==> config.mk <==
export PLATFORM = sky130hd
export DESIGN_NAME = masked_min_plus_assign_core_flat
export DESIGN_NICKNAME = d
export VERILOG_FILES = /design/src/hw/rtl/mmpa_pkg.sv /design/src/hw/rtl/mmpa_req_if.sv /design/src/hw/rtl/mmpa_rsp_if.sv /design/src/hw/rtl/masked_min_plus_assign_core.sv /design/src/hw/rtl/mmpa_track.sv /design/src/flat_wrapper.sv
export SDC_FILE = /design/constraint.sdc
export NUM_CORES = 2
export LEC_CHECK = 0
export ABC_CLOCK_PERIOD_IN_PS = 5200
export BUFFER_PORTS_ARGS = -buffer_cell sky130_fd_sc_hd__buf_2
export CORE_MARGIN = 1
export CORE_UTILIZATION = 40
export DETAILED_ROUTE_END_ITERATION = 8
export HOLD_SLACK_MARGIN = 0.02
export PLACE_DENSITY = 0.57
export SYNTH_ARGS = -nofsm -noshare
export SYNTH_HDL_FRONTEND = slang
export SYNTH_HIERARCHICAL = 1
export SYNTH_SLANG_ARGS = --single-unit
==> constraint.sdc <==
create_clock -name clk -period 5.2 [get_ports clk]
set_clock_uncertainty 0.05 [all_clocks]
set_input_delay 0.78 -clock clk [delete_from_list [all_inputs] [get_ports clk]]
set_output_delay 0.78 -clock clk [all_outputs]
set_load 0.05 [all_outputs]
==> src/hw/rtl/mmpa_pkg.sv <==
// Shared constants, types and helpers of the masked min-plus assignment block.
package mmpa_pkg;

	// Table geometry
	localparam int MAX_STATES = 8;
	localparam int SET_W      = 8;
	localparam int EFF_MAX    = (MAX_STATES < SET_W) ? MAX_STATES : SET_W;
	localparam int CNT_W      = (EFF_MAX > 1) ? $clog2(EFF_MAX) : 1;
	localparam int TBL_DEPTH  = MAX_STATES * MAX_STATES;
	localparam int ADDR_W     = $clog2(TBL_DEPTH);

	// Field widths
	localparam int CMD_W      = 2;
	localparam int IDX_W      = 3;
	localparam int COST_W     = 32;
	localparam int SUM_W      = 33;
	localparam int SIZE_W     = 4;
	localparam int TOL_W      = 16;
	localparam int CFG_IDX_W  = 1;
	localparam int CFG_DATA_W = 16;

	// Register reset values
	localparam logic [SIZE_W-1:0] SIZE_RESET = SIZE_W'(8);
	localparam logic [TOL_W-1:0]  TOL_RESET  = TOL_W'(1);

	typedef enum logic [CMD_W-1:0] {
		CMD_WR_FIRST  = 2'd0,
		CMD_WR_SECOND = 2'd1,
		CMD_QUERY     = 2'd2
	} cmd_t;

	typedef enum logic [CFG_IDX_W-1:0] {
		REG_ACTIVE_SIZE = 1'b0,
		REG_TIE_TOL     = 1'b1
	} reg_idx_t;

	typedef enum logic [1:0] {
		ST_IDLE,
		ST_RUN,
		ST_DRAIN,
		ST_DONE
	} state_t;

	// Control into the best-cost tracker
	typedef struct packed {
		logic             clr;
		logic             upd;
		logic [CNT_W-1:0] k;
	} trk_ctl_t;

	// Flat table address of entry [r][c]
	function automatic logic [ADDR_W-1:0] tbl_addr(input logic [IDX_W-1:0] r,
		input logic [IDX_W-1:0] c);
		int a;
		a = int'(r) * MAX_STATES + int'(c);
		return ADDR_W'(a);
	endfunction

endpackage

==> src/hw/rtl/mmpa_req_if.sv <==
// Request channel: table writes and queries.
interface mmpa_req_if;
	logic                           valid;
	logic                           ready;
	logic [mmpa_pkg::CMD_W-1:0]     cmd;
	logic [mmpa_pkg::IDX_W-1:0]     row;
	logic [mmpa_pkg::IDX_W-1:0]     col;
	logic [mmpa_pkg::COST_W-1:0]    entry_cost;
	logic [mmpa_pkg::SET_W-1:0]     x_set;
	logic [mmpa_pkg::SET_W-1:0]     y_set;

	modport source (output valid, cmd, row, col, entry_cost, x_set, y_set, input ready);
	modport sink   (input valid, cmd, row, col, entry_cost, x_set, y_set, output ready);
endinterface

==> src/hw/rtl/mmpa_rsp_if.sv <==
// Response channel: query results.
interface mmpa_rsp_if;
	logic                         valid;
	logic                         ready;
	logic [mmpa_pkg::SUM_W-1:0]   min_cost;
	logic [mmpa_pkg::SET_W-1:0]   assign_set;
	logic                         empty_query;

	modport source (output valid, min_cost, assign_set, empty_query, input ready);
	modport sink   (input valid, min_cost, assign_set, empty_query, output ready);
endinterface

==> src/hw/rtl/masked_min_plus_assign_core.sv <==
// Masked min-plus assignment core: two cost tables in RAM and a query sequencer.
//
//  channel  dir  handshake         payload
//  req      in   valid/ready       cmd, row, col, entry_cost, x_set, y_set
//  rsp      out  valid/ready       min_cost, assign_set, empty_query
//  cfg      in   cfg_we            cfg_index, cfg_wdata
//
// A query evaluates one sum per cycle over its selected (i,j) pairs, since each
// table has a single read port; each unselected pair is passed without a sum,
// and the query then drains the pipeline and loads the result. The tables hold
// unknown data after reset; no clearing. A new request is taken while the
// previous result still waits on rsp; a stalled rsp holds a finished query
// until the output register frees up.
module masked_min_plus_assign_core (
	input  logic                             clk,
	input  logic                             arst_n,
	input  logic                             cfg_we,
	input  logic [mmpa_pkg::CFG_IDX_W-1:0]   cfg_index,
	input  logic [mmpa_pkg::CFG_DATA_W-1:0]  cfg_wdata,
	mmpa_req_if.sink                         req,
	mmpa_rsp_if.source                       rsp
);

	logic [mmpa_pkg::SIZE_W-1:0]  size_q;
	logic [mmpa_pkg::TOL_W-1:0]   tol_q;
	logic [mmpa_pkg::SIZE_W-1:0]  n_eff;
	logic [mmpa_pkg::SET_W-1:0]   act_mask;
	logic [mmpa_pkg::SET_W-1:0]   xs_m;
	logic [mmpa_pkg::SET_W-1:0]   ys_m;
	logic                         q_empty;

	logic                         req_acc;
	logic                         query_acc;
	logic                         wr_in_range;
	logic                         wr_first;
	logic                         wr_second;
	logic [mmpa_pkg::ADDR_W-1:0]  wr_addr;

	mmpa_pkg::state_t             state_q;
	mmpa_pkg::state_t             state_d;
	logic [mmpa_pkg::SET_W-1:0]   xs_q;
	logic [mmpa_pkg::SET_W-1:0]   ys_q;
	logic [mmpa_pkg::CNT_W-1:0]   nm1_q;
	logic                         empty_q;
	logic [mmpa_pkg::CNT_W-1:0]   i_q;
	logic [mmpa_pkg::CNT_W-1:0]   j_q;
	logic [mmpa_pkg::CNT_W-1:0]   k_q;
	logic                         pair_sel;
	logic                         pair_end;
	logic                         last_pair;
	logic                         issue;
	logic                         out_free;
	logic                         out_load;
	logic [mmpa_pkg::ADDR_W-1:0]  rd_addr_x;
	logic [mmpa_pkg::ADDR_W-1:0]  rd_addr_y;

	logic [mmpa_pkg::COST_W-1:0]  mem_x [mmpa_pkg::TBL_DEPTH];
	logic [mmpa_pkg::COST_W-1:0]  mem_y [mmpa_pkg::TBL_DEPTH];

	logic                         vld_s1;
	logic [mmpa_pkg::CNT_W-1:0]   k_s1;
	logic [mmpa_pkg::COST_W-1:0]  x_s1;
	logic [mmpa_pkg::COST_W-1:0]  y_s1;
	logic                         vld_s2;
	logic [mmpa_pkg::CNT_W-1:0]   k_s2;
	logic [mmpa_pkg::SUM_W-1:0]   sum_s2;

	mmpa_pkg::trk_ctl_t           trk_ctl;
	logic [mmpa_pkg::SUM_W-1:0]   trk_best;
	logic [mmpa_pkg::SET_W-1:0]   trk_assign;

	logic                         rsp_vld_q;
	logic [mmpa_pkg::SUM_W-1:0]   min_cost_q;
	logic [mmpa_pkg::SET_W-1:0]   assign_set_q;
	logic                         empty_query_q;

	// Configuration registers
	always_ff @(posedge clk or negedge arst_n) begin
		if (!arst_n) begin
			size_q <= mmpa_pkg::SIZE_RESET;
			tol_q  <= mmpa_pkg::TOL_RESET;
		end else if (cfg_we) begin
			if (cfg_index == mmpa_pkg::REG_ACTIVE_SIZE) begin
				size_q <= cfg_wdata[mmpa_pkg::SIZE_W-1:0];
			end else if (cfg_index == mmpa_pkg::REG_TIE_TOL) begin
				tol_q <= cfg_wdata[mmpa_pkg::TOL_W-1:0];
			end
		end
	end

	// Effective size and masked query sets
	always_comb begin
		n_eff = (size_q > mmpa_pkg::SIZE_W'(mmpa_pkg::EFF_MAX)) ?
			mmpa_pkg::SIZE_W'(mmpa_pkg::EFF_MAX) : size_q;
		for (int b = 0; b < mmpa_pkg::SET_W; b++) begin
			act_mask[b] = mmpa_pkg::SIZE_W'(b) < n_eff;
		end
		xs_m    = req.x_set & act_mask;
		ys_m    = req.y_set & act_mask;
		q_empty = (xs_m == '0) || (ys_m == '0);
	end

	// Decode the accepted request
	always_comb begin
		req_acc     = req.valid && req.ready;
		wr_in_range = (int'(req.row) < mmpa_pkg::MAX_STATES) &&
			(int'(req.col) < mmpa_pkg::MAX_STATES);
		wr_addr     = mmpa_pkg::tbl_addr(req.row, req.col);
		wr_first    = req_acc && wr_in_range && (req.cmd == mmpa_pkg::CMD_WR_FIRST);
		wr_second   = req_acc && wr_in_range && (req.cmd == mmpa_pkg::CMD_WR_SECOND);
		query_acc   = req_acc && (req.cmd == mmpa_pkg::CMD_QUERY);
	end

	// Sequencer status
	always_comb begin
		pair_sel  = xs_q[i_q] && ys_q[j_q];
		pair_end  = !pair_sel || (k_q == nm1_q);
		last_pair = (i_q == nm1_q) && (j_q == nm1_q);
		out_free  = !rsp_vld_q || rsp.ready;
		rd_addr_x = mmpa_pkg::tbl_addr(mmpa_pkg::IDX_W'(i_q), mmpa_pkg::IDX_W'(k_q));
		rd_addr_y = mmpa_pkg::tbl_addr(mmpa_pkg::IDX_W'(j_q), mmpa_pkg::IDX_W'(k_q));
	end

	// Next state
	always_comb begin
		state_d = state_q;
		unique case (state_q)
			mmpa_pkg::ST_IDLE: begin
				if (query_acc) begin
					state_d = q_empty ? mmpa_pkg::ST_DONE : mmpa_pkg::ST_RUN;
				end
			end
			mmpa_pkg::ST_RUN: begin
				if (pair_end && last_pair) begin
					state_d = mmpa_pkg::ST_DRAIN;
				end
			end
			mmpa_pkg::ST_DRAIN: begin
				if (!vld_s1 && !vld_s2) begin
					state_d = mmpa_pkg::ST_DONE;
				end
			end
			mmpa_pkg::ST_DONE: begin
				if (out_free) begin
					state_d = mmpa_pkg::ST_IDLE;
				end
			end
		endcase
	end

	// State outputs
	always_comb begin
		req.ready = 1'b0;
		issue     = 1'b0;
		out_load  = 1'b0;
		unique case (state_q)
			mmpa_pkg::ST_IDLE:  req.ready = 1'b1;
			mmpa_pkg::ST_RUN:   issue     = pair_sel;
			mmpa_pkg::ST_DRAIN: ;
			mmpa_pkg::ST_DONE:  out_load  = out_free;
		endcase
	end

	always_ff @(posedge clk or negedge arst_n) begin
		if (!arst_n) begin
			state_q <= mmpa_pkg::ST_IDLE;
		end else begin
			state_q <= state_d;
		end
	end

	// Capture the query and advance the i, j, k walk
	always_ff @(posedge clk or negedge arst_n) begin
		if (!arst_n) begin
			i_q <= '0;
			j_q <= '0;
			k_q <= '0;
		end else if (query_acc) begin
			i_q <= '0;
			j_q <= '0;
			k_q <= '0;
		end else if (state_q == mmpa_pkg::ST_RUN) begin
			if (!pair_end) begin
				k_q <= k_q + 1'b1;
			end else begin
				k_q <= '0;
				if (j_q != nm1_q) begin
					j_q <= j_q + 1'b1;
				end else begin
					j_q <= '0;
					i_q <= i_q + 1'b1;
				end
			end
		end
	end

	always_ff @(posedge clk) begin
		if (query_acc) begin
			xs_q    <= xs_m;
			ys_q    <= ys_m;
			nm1_q   <= mmpa_pkg::CNT_W'(n_eff - 1'b1);
			empty_q <= q_empty;
		end
	end

	// Cost tables: one write port, one registered read port each
	always_ff @(posedge clk) begin
		if (wr_first) begin
			mem_x[wr_addr] <= req.entry_cost;
		end
		x_s1 <= mem_x[rd_addr_x];
	end

	always_ff @(posedge clk) begin
		if (wr_second) begin
			mem_y[wr_addr] <= req.entry_cost;
		end
		y_s1 <= mem_y[rd_addr_y];
	end

	// Pipeline valids
	always_ff @(posedge clk or negedge arst_n) begin
		if (!arst_n) begin
			vld_s1 <= 1'b0;
			vld_s2 <= 1'b0;
		end else begin
			vld_s1 <= issue;
			vld_s2 <= vld_s1;
		end
	end

	// Middle index follows the read; add the two costs
	always_ff @(posedge clk) begin
		k_s1   <= k_q;
		k_s2   <= k_s1;
		sum_s2 <= {1'b0, x_s1} + {1'b0, y_s1};
	end

	assign trk_ctl = '{clr: query_acc, upd: vld_s2, k: k_s2};

	mmpa_track u_track (
		.clk        (clk),
		.arst_n     (arst_n),
		.ctl        (trk_ctl),
		.sum        (sum_s2),
		.tol        (tol_q),
		.best       (trk_best),
		.assign_set (trk_assign)
	);

	// Output register
	always_ff @(posedge clk or negedge arst_n) begin
		if (!arst_n) begin
			rsp_vld_q <= 1'b0;
		end else if (out_load) begin
			rsp_vld_q <= 1'b1;
		end else if (rsp.ready) begin
			rsp_vld_q <= 1'b0;
		end
	end

	always_ff @(posedge clk) begin
		if (out_load) begin
			min_cost_q    <= empty_q ? '0 : trk_best;
			assign_set_q  <= empty_q ? '0 : trk_assign;
			empty_query_q <= empty_q;
		end
	end

	assign rsp.valid       = rsp_vld_q;
	assign rsp.min_cost    = min_cost_q;
	assign rsp.assign_set  = assign_set_q;
	assign rsp.empty_query = empty_query_q;

	// Sums reach the tracker only while a query is in flight
	a_upd_in_query: assert property (@(posedge clk) disable iff (!arst_n)
		vld_s2 |-> (state_q == mmpa_pkg::ST_RUN || state_q == mmpa_pkg::ST_DRAIN))
		else $error("tracker update outside a query");

	// The walk stays inside the active size
	a_walk_range: assert property (@(posedge clk) disable iff (!arst_n)
		(state_q == mmpa_pkg::ST_RUN) |-> (i_q <= nm1_q && j_q <= nm1_q && k_q <= nm1_q))
		else $error("walk index beyond active size");

	// A finished query shows up on rsp in the next cycle
	a_done_loads: assert property (@(posedge clk) disable iff (!arst_n)
		out_load |=> (rsp.valid && state_q == mmpa_pkg::ST_IDLE))
		else $error("finished query not presented");

	// A non-empty result names at least one middle state
	a_assign_nonzero: assert property (@(posedge clk) disable iff (!arst_n)
		(rsp.valid && !rsp.empty_query) |-> (rsp.assign_set != '0))
		else $error("non-empty result without assignment");

endmodule

==> src/hw/rtl/mmpa_track.sv <==
// Running best-sum tracker with tie tolerance and middle-state bitset.
module mmpa_track (
	input  logic                        clk,
	input  logic                        arst_n,
	input  mmpa_pkg::trk_ctl_t          ctl,
	input  logic [mmpa_pkg::SUM_W-1:0]  sum,
	input  logic [mmpa_pkg::TOL_W-1:0]  tol,
	output logic [mmpa_pkg::SUM_W-1:0]  best,
	output logic [mmpa_pkg::SET_W-1:0]  assign_set
);

	logic                        have_q;
	logic [mmpa_pkg::SUM_W-1:0]  best_q;
	logic [mmpa_pkg::SET_W-1:0]  assign_q;
	logic [mmpa_pkg::SUM_W-1:0]  diff;
	logic                        lower;
	logic                        tie;
	logic [mmpa_pkg::SET_W-1:0]  k_bit;

	// Compare the new sum with the running best
	always_comb begin
		lower = sum < best_q;
		diff  = lower ? (best_q - sum) : (sum - best_q);
		tie   = have_q && (diff < mmpa_pkg::SUM_W'(tol));
		k_bit = mmpa_pkg::SET_W'(1) << ctl.k;
	end

	// Track whether any sum has been seen for this query
	always_ff @(posedge clk or negedge arst_n) begin
		if (!arst_n) begin
			have_q <= 1'b0;
		end else if (ctl.clr) begin
			have_q <= 1'b0;
		end else if (ctl.upd) begin
			have_q <= 1'b1;
		end
	end

	// Fold the sum into best and assignment set
	always_ff @(posedge clk) begin
		if (ctl.clr) begin
			assign_q <= '0;
		end else if (ctl.upd) begin
			if (tie) begin
				if (lower) begin
					best_q <= sum;
				end
				assign_q <= assign_q | k_bit;
			end else if (!have_q || lower) begin
				best_q   <= sum;
				assign_q <= k_bit;
			end
		end
	end

	assign best       = best_q;
	assign assign_set = assign_q;

endmodule
==> src/flat_wrapper.sv <==
// flat-port wrapper written by rule: the top's interface ports become plain ports
module masked_min_plus_assign_core_flat 
  (clk, arst_n, cfg_we, cfg_index, cfg_wdata, req_valid, req_cmd, req_row, req_col, req_entry_cost, req_x_set, req_y_set, req_ready, rsp_valid, rsp_min_cost, rsp_assign_set, rsp_empty_query, rsp_ready);
  mmpa_req_if req_i ();
  mmpa_rsp_if rsp_i ();
  input  logic clk;
  input  logic arst_n;
  input  logic cfg_we;
  input  logic [mmpa_pkg::CFG_IDX_W-1:0] cfg_index;
  input  logic [mmpa_pkg::CFG_DATA_W-1:0] cfg_wdata;
  input wire logic [$bits(req_i.valid)-1:0] req_valid;
  input wire logic [$bits(req_i.cmd)-1:0] req_cmd;
  input wire logic [$bits(req_i.row)-1:0] req_row;
  input wire logic [$bits(req_i.col)-1:0] req_col;
  input wire logic [$bits(req_i.entry_cost)-1:0] req_entry_cost;
  input wire logic [$bits(req_i.x_set)-1:0] req_x_set;
  input wire logic [$bits(req_i.y_set)-1:0] req_y_set;
  output wire logic [$bits(req_i.ready)-1:0] req_ready;
  output wire logic [$bits(rsp_i.valid)-1:0] rsp_valid;
  output wire logic [$bits(rsp_i.min_cost)-1:0] rsp_min_cost;
  output wire logic [$bits(rsp_i.assign_set)-1:0] rsp_assign_set;
  output wire logic [$bits(rsp_i.empty_query)-1:0] rsp_empty_query;
  input wire logic [$bits(rsp_i.ready)-1:0] rsp_ready;
  assign req_i.valid = req_valid;
  assign req_i.cmd = req_cmd;
  assign req_i.row = req_row;
  assign req_i.col = req_col;
  assign req_i.entry_cost = req_entry_cost;
  assign req_i.x_set = req_x_set;
  assign req_i.y_set = req_y_set;
  assign req_ready = req_i.ready;
  assign rsp_valid = rsp_i.valid;
  assign rsp_min_cost = rsp_i.min_cost;
  assign rsp_assign_set = rsp_i.assign_set;
  assign rsp_empty_query = rsp_i.empty_query;
  assign rsp_i.ready = rsp_ready;
  masked_min_plus_assign_core u_core (.clk(clk), .arst_n(arst_n), .cfg_we(cfg_we), .cfg_index(cfg_index), .cfg_wdata(cfg_wdata), .req(req_i), .rsp(rsp_i));
endmodule
=== Word level (Yosys, flattened, before mapping) ===
Memories as Yosys holds them, arrays and structs flattened. A register that Yosys moved wholly into a read port is not among the register bits.
Cells that the tools add are included.
W data, S select, Z words.

* Order comparisons: 13
* Add/subtract/negate cells: 10
* Mux-type cells: 39
* Shift-type cells: 1
* Bitwise logic cells: 5
* Eq/ne operators: 15
* Reductions and logical operators: 34

{| class="wikitable"
|+ Operators with widths
! cell !! number
|-
| $mux W33 || 4
|-
| $sub A33 B33 Y33 || 2
|-
| $add A32 B32 Y33 || 1
|-
| $lt A33 B16 Y1 || 1
|-
| $lt A33 B33 Y1 || 1
|-
| $mux W3 || 11
|-
| $add A6 B3 Y6 || 3
|-
| $and A8 B8 Y8 || 2
|-
| $logic_not A8 Y1 || 2
|-
| $lt A3 B4 Y1 const A || 4
|-
| $mux W8 || 2
|-
| $mux W1 || 13
|-
| $mux W2 || 5
|-
| $ne A2 B1 Y1 const B || 5
|-
| $reduce_bool A2 Y1 || 5
|-
| $add A3 B1 Y3 const B || 3
|-
| $eq A3 B3 Y1 || 3
|-
| $logic_and A1 B1 Y1 || 9
|-
| $lt A1 B4 Y1 const A || 2
|-
| $lt A2 B4 Y1 const A || 2
|-
| $lt A3 B4 Y1 const B || 2
|-
| $or A8 B8 Y8 || 1
|-
| $pmux W2 S4 || 1
|-
| $reduce_and A2 Y1 || 4
|-
| 15 further kinds || 29
|}

* Memories: 2
* Input port bits: 78
* Register bits after elaboration: 177
* Bits in writable memories: 4096

{| class="wikitable"
|+ Memories
! name !! depth !! width !! read ports !! clocked after memory_dff !! write ports !! RTL line !! source
|-
| u_core.mem_x || 64 || 32 || 1 || 1 || 1 || masked_min_plus_assign_core.sv:57 || <nowiki>logic [mmpa_pkg::COST_W-1:0] mem_x [mmpa_pkg::TBL_DEPTH];</nowiki>
|-
| u_core.mem_y || 64 || 32 || 1 || 1 || 1 || masked_min_plus_assign_core.sv:58 || <nowiki>logic [mmpa_pkg::COST_W-1:0] mem_y [mmpa_pkg::TBL_DEPTH];</nowiki>
|}

=== Logic depth before layout (Yosys ltp) ===
* Depth in word-level cells: 9
* Depth in mapped cells: 24
* Gate-level depth less buffers: 20

=== By module ===
The synthesis kept the hierarchy.

{| class="wikitable"
|+ Modules (own cells, without submodules)
! module !! times used !! sequential area each (um^2) !! area an instance (um^2) !! cells each
|-
| masked_min_plus_assign_core || 1 || 127775.0 || 163670.7 || 6911
|-
| mmpa_track || 1 || 1176.1 || 5582.9 || 722
|}

=== Worst setup path before layout ===
Ideal clock, no wire load.

* Path type: register to register
* From: register u_core/sum_s2[1] (netlist bit)
* To: register u_core.u_track.assign_q (netlist bit u_core/u_track/assign_set[0])
* Clock period less this slack: 4.315 ns
* Slack: 0.885 ns
* Arrival: 4.164 ns
* Cell stages (with the launch flop): 23
* Buffers on the path: 3
* Data required time: 5.049 ns
* Cell sequence: dfxtp_1 > inv_1 > ha_1 > nor2b_1 > o2111a_1 > o21a_1 > o2111ai_1 > and3_1 > buf_6 > buf_4 > clkbuf_1 > mux2i_1 > xnor2_1 > ha_1 > o21ai_0 > o21bai_1 > a21oi_1 > o21ai_0 > a21oi_1 > a31oi_1 > nor3_2 > o2111ai_2 > o41ai_1

* Word-level cells in the longest chain between the ends: 6

{| class="wikitable"
|+ Ends and longest elaborated chain
! what !! RTL line !! source
|-
| start: declaration || masked_min_plus_assign_core.sv:66 || <nowiki>logic [mmpa_pkg::SUM_W-1:0] sum_s2;</nowiki>
|-
| start signal: assignment || masked_min_plus_assign_core.sv:236 || <nowiki>sum_s2 <= {1'b0, x_s1} + {1'b0, y_s1};</nowiki>
|-
| $sub A33 B33 Y33 / $lt A33 B33 Y1 (equally long branches) || mmpa_track.sv:23, mmpa_track.sv:22 ||
|-
| $mux W33 || mmpa_track.sv:23 || <nowiki>diff = lower ? (best_q - sum) : (sum - best_q);</nowiki>
|-
| $lt A33 B16 Y1 || mmpa_track.sv:24 || <nowiki>tie = have_q && (diff < mmpa_pkg::SUM_W'(tol));</nowiki>
|-
| $logic_and A1 B1 Y1 || mmpa_track.sv:24 ||
|-
| $reduce_bool A2 Y1 (no source line) || - ||
|-
| $reduce_and A2 Y1 (no source line) || - ||
|-
| end signal: assignment || mmpa_track.sv:48 || <nowiki>assign_q <= assign_q | k_bit;</nowiki>
|-
| end signal: assignment || mmpa_track.sv:51 || <nowiki>assign_q <= k_bit;</nowiki>
|-
| end: declaration || mmpa_track.sv:14 || <nowiki>logic [mmpa_pkg::SET_W-1:0] assign_q;</nowiki>
|}

Parallel ways exist; a longest one is shown, timed or not.
A chain may end at the register's enable or synchronous reset.

=== Worst setup path in the final report ===
* From: register u_core.u_track.best_q (netlist bit u_core/u_track/best[20])
* To: register u_core.u_track.assign_q (netlist bit u_core/u_track/assign_set[6])

* Word-level cells in the longest chain between the ends: 6

{| class="wikitable"
|+ Ends and longest elaborated chain
! what !! RTL line !! source
|-
| start: declaration || mmpa_track.sv:13 || <nowiki>logic [mmpa_pkg::SUM_W-1:0] best_q;</nowiki>
|-
| start signal: assignment || mmpa_track.sv:46 || <nowiki>best_q <= sum;</nowiki>
|-
| start signal: assignment || mmpa_track.sv:50 || <nowiki>best_q <= sum;</nowiki>
|-
| $sub A33 B33 Y33 / $lt A33 B33 Y1 (equally long branches) || mmpa_track.sv:23, mmpa_track.sv:22 ||
|-
| $mux W33 || mmpa_track.sv:23 ||
|-
| $lt A33 B16 Y1 || mmpa_track.sv:24 ||
|-
| $logic_and A1 B1 Y1 || mmpa_track.sv:24 ||
|-
| $reduce_bool A2 Y1 (no source line) || - ||
|-
| $reduce_and A2 Y1 (no source line) || - ||
|}

Parallel ways exist; a longest one is shown, timed or not.

==> out/metrics.yaml <==
pwr:
  peakVddDrop_v: 0.000350
  swShare_pct: 29.6
  pwr-share-comb_pct: 23.8
  share_seq_of_total_power_pct: 42.7
  power_density_nw_per_um2: 481
  power.switching_w: 0.0277
  intPower_w: 0.0659
  cellLeakagePower_nw: 59.5
  clkPwrFrac_pct: 33.5
layout:
  layout_common_cells: "4191 x edfxtp_1, 1211 x mux4_2, 451 x clkbuf_16, 346 x buf_4, 198 x a21oi_1"
  syn_to_final_growth_pct: 14.8
  final_common_cell: "edfxtp_1"
  nets: 8398
  drive_gt1_share_pct: 29.7
  design_area_um2: 194000
clock_tree:
  cts_made_buffers: 441
  cts_tree: "built"
  max-clock-path-buffers: 4
  path_clk_slew_ns: 0.07
  clk_latency_ns: 0.99
  root_buffer: "clkbuf_16"
  cts_setup_buffers: 0
  clock_sinks: 4337
  ctsHtreeMaxLevel: 5
worst_setup_path:
  cp.arrival_ns: 5.74
  crit_start: "u_core/u_track/best[20]"
  critPathCaptureType: "flip-flop"
  worstPathMaxFanout: 12
  rr_endpoint: "u_core/u_track/assign_set[6]"
  r2r_setup_slack_ns: 0.26
  critPathRequiredTime_ns: 6.00
  start_kind: "flip-flop"
  critical_path_class: "reg -> reg"
  r2r_cells: 18
  r2r-start: "u_core/u_track/best[20]"
  crit_end: "u_core/u_track/assign_set[6]"
sta:
  fmax_ghz: 0.202
  rsz0062_at_grt: "no"
  period_share_pct: 95.1
  slew_violations: 0
  finalSetupViolCount: 0
  period_minus_slack_ns: 4.94
  worst_pin_slew_ns: 1.24
  relSlewSlack_pct: 17.1
  finalHoldViolations: 0
  fin_tns_setup_ns: 0
global_route:
  grt_pass1_vias: 83900
  antenna_found_initial: 44
  grt-ovfl-total: 0
  grt_max_degree: 100
  grt_pass1_wl_um: 644000
  grt_usage_pct: 21.3
detailed_routing:
  drc_errors: 0
  num_vias: 82400
  dr.pass1.iters: 6
  wl_per_cell_um: 32.1
  routed_wl_um: 457000
  vias_per_cell: 5.79
  initialDrtViolationCount: 9133
  ant_nets: 0
hold_path:
  hp-class: "in -> reg"
synthesis:
  async_reset_ff_share_pct: 0.807
  synth-edff-count: 4191
  syn-num-nets: 7835
  ys_types: 88
  yosys_warnings: 6
  syn_area_per_cell_um2: 22.2
  syn_inst: 7633
  synthFlopType: "edfxtp_1"
  seq_area_frac_synth_pct: 76.2
  netlist_area_um2: 169000
  ys_seq_elements: 4337
floorplanning:
  rows: 238
  fp.dieH_um: 652
  die-area_um2: 426000
  die_x_um: 652
  num_io_pins: 122
  initial_core_util_pct: 40.2
  core_area_um2: 421000
run:
  maxCapViolations: 0
place:
  dp_hpwl_um: 270000
  portBuffers: 121
  place.gp.congestion: 0.882
  place_area_um2: 180000
outcome:
  outcome: "complete, no violations"
-- worst min path at each step --
stage | cells past startpoint | to | start
2_1_floorplan | 0 | u_core/k_s2[0] | u_core/k_s1[0]
3_3_place_gp | 0 | u_core/k_s2[2] | u_core/k_s1[2]
3_5_place_dp | 0 | u_core/k_s2[0] | u_core/k_s1[0]
4_1_cts | 2 | u_core/xs_q[7] | req_x_set[7]
5_1_grt | 2 | u_core/xs_q[7] | req_x_set[7]
6_report | 2 | u_core/xs_q[7] | req_x_set[7]
-- power groups by stage --
stage | clock (W) | sequential, W | combinational, W
after floorplan | 0 | 0.0404 | 0.0135
after global placement | 0 | 0.0406 | 0.0221
after detailed placement | 0 | 0.0406 | 0.0221
after CTS | 0.0319 | 0.0399 | 0.0222
after global routing | 0.0332 | 0.0399 | 0.0236
final | 0.0314 | 0.0399 | 0.0223
-- sequential cells by signal, summed over array words and instances (netlist names), 16 cells and up --
register / cells
u_core/mem_x: 2048
u_core/mem_y: 2048
u_core/rsp.min_cost: 33
u_core/sum_s2: 33
u_core/tol_q: 16
u_core/u_track/best: 33
u_core/x_s1: 32
u_core/y_s1: 32
-- metal layers --
metal	GRT usage, %	wire, um
met1	29.7	188000
met2	33.5	214000
met3	5.18	41200
met4	6.04	14100
met5	0	46
-- worst max-delay path, stage by stage, from the launching register on --
cell and delay (ns):
edfxtp_1 0.41, ha_1 0.42, a21oi_1 0.26, o21ai_1 0.21, a221o_1 0.37, a21oi_2 0.21, and3_2 0.41, nor3_1 0.09
a21oi_1 0.16, xor2_1 0.20, ha_1 0.28, a21o_1 0.17, a211oi_1 0.23, o21ai_0 0.15, a21oi_1 0.15, a31oi_1 0.08
nor3_2 0.19, o2111ai_2 0.27, o41ai_1 0.50
-- cell families (layout without fill, tap and decap cells) --
family	Yosys count	count (layout)	share of synthesized area (%)
buffers and inverters	502	1431	1.34
AOI/OAI and AO/OA	638	638	2.43
adders and majority gates	125	125	0.936
DFF	4337	4337	76.2
xor gates and xnor gates	80	80	0.414
other	0	32	0
and+or+nand+nor	591	591	1.67
muxes	1360	1360	17.0
-- timing repair --
action                                  4_1_cts  5_1_grt
endpoints found under the hold margin        55        0
endpoints found under the setup margin        0        8
gates resized for setup                       0        1
hold buffers                                 19        0
-- area by class of cell --
cell class              count  area, um2
diodes                     32       80.1
clock buffers             562      11900
clock inverters           247       2410
fillers                 34500     226000
inverters                 107        402
multi-input cells        2794      39000
flip-flops and latches   4337     129000
well taps                5640       7060
repair buffers            515       4450
-- metrics by stage --
stage               hold slack, ns  total power, W  setup slack (ns)  utilization (%)  std cells
detailed placement           0.263          0.0627             0.224             42.7      13400
finish                      0.0973          0.0935             0.256             46.2      14200
CTS                         0.0205          0.0940             0.198             46.2      14200
floorplan                    0.260          0.0539             0.885                -       7633
global route                0.0705          0.0967            0.0358             46.2      14200
global placement             0.261          0.0627             0.222             42.7      13400
-- cells in the mapped netlist (97+ instances only) --
cell         n  area share, %
mux4_2    1211             16
ha_1       121           0.89
clkbuf_1   198           0.44
nand2_1     97           0.22
dfxtp_1    111            1.3
edfxtp_1  4191             74
buf_2      116           0.34
a21oi_1    199           0.59
nor2b_1    101           0.37
nor2_1     243           0.54
mux2i_1    119           0.70
inv_1      105           0.23
Note: power is estimated with default switching activity, not from simulation.
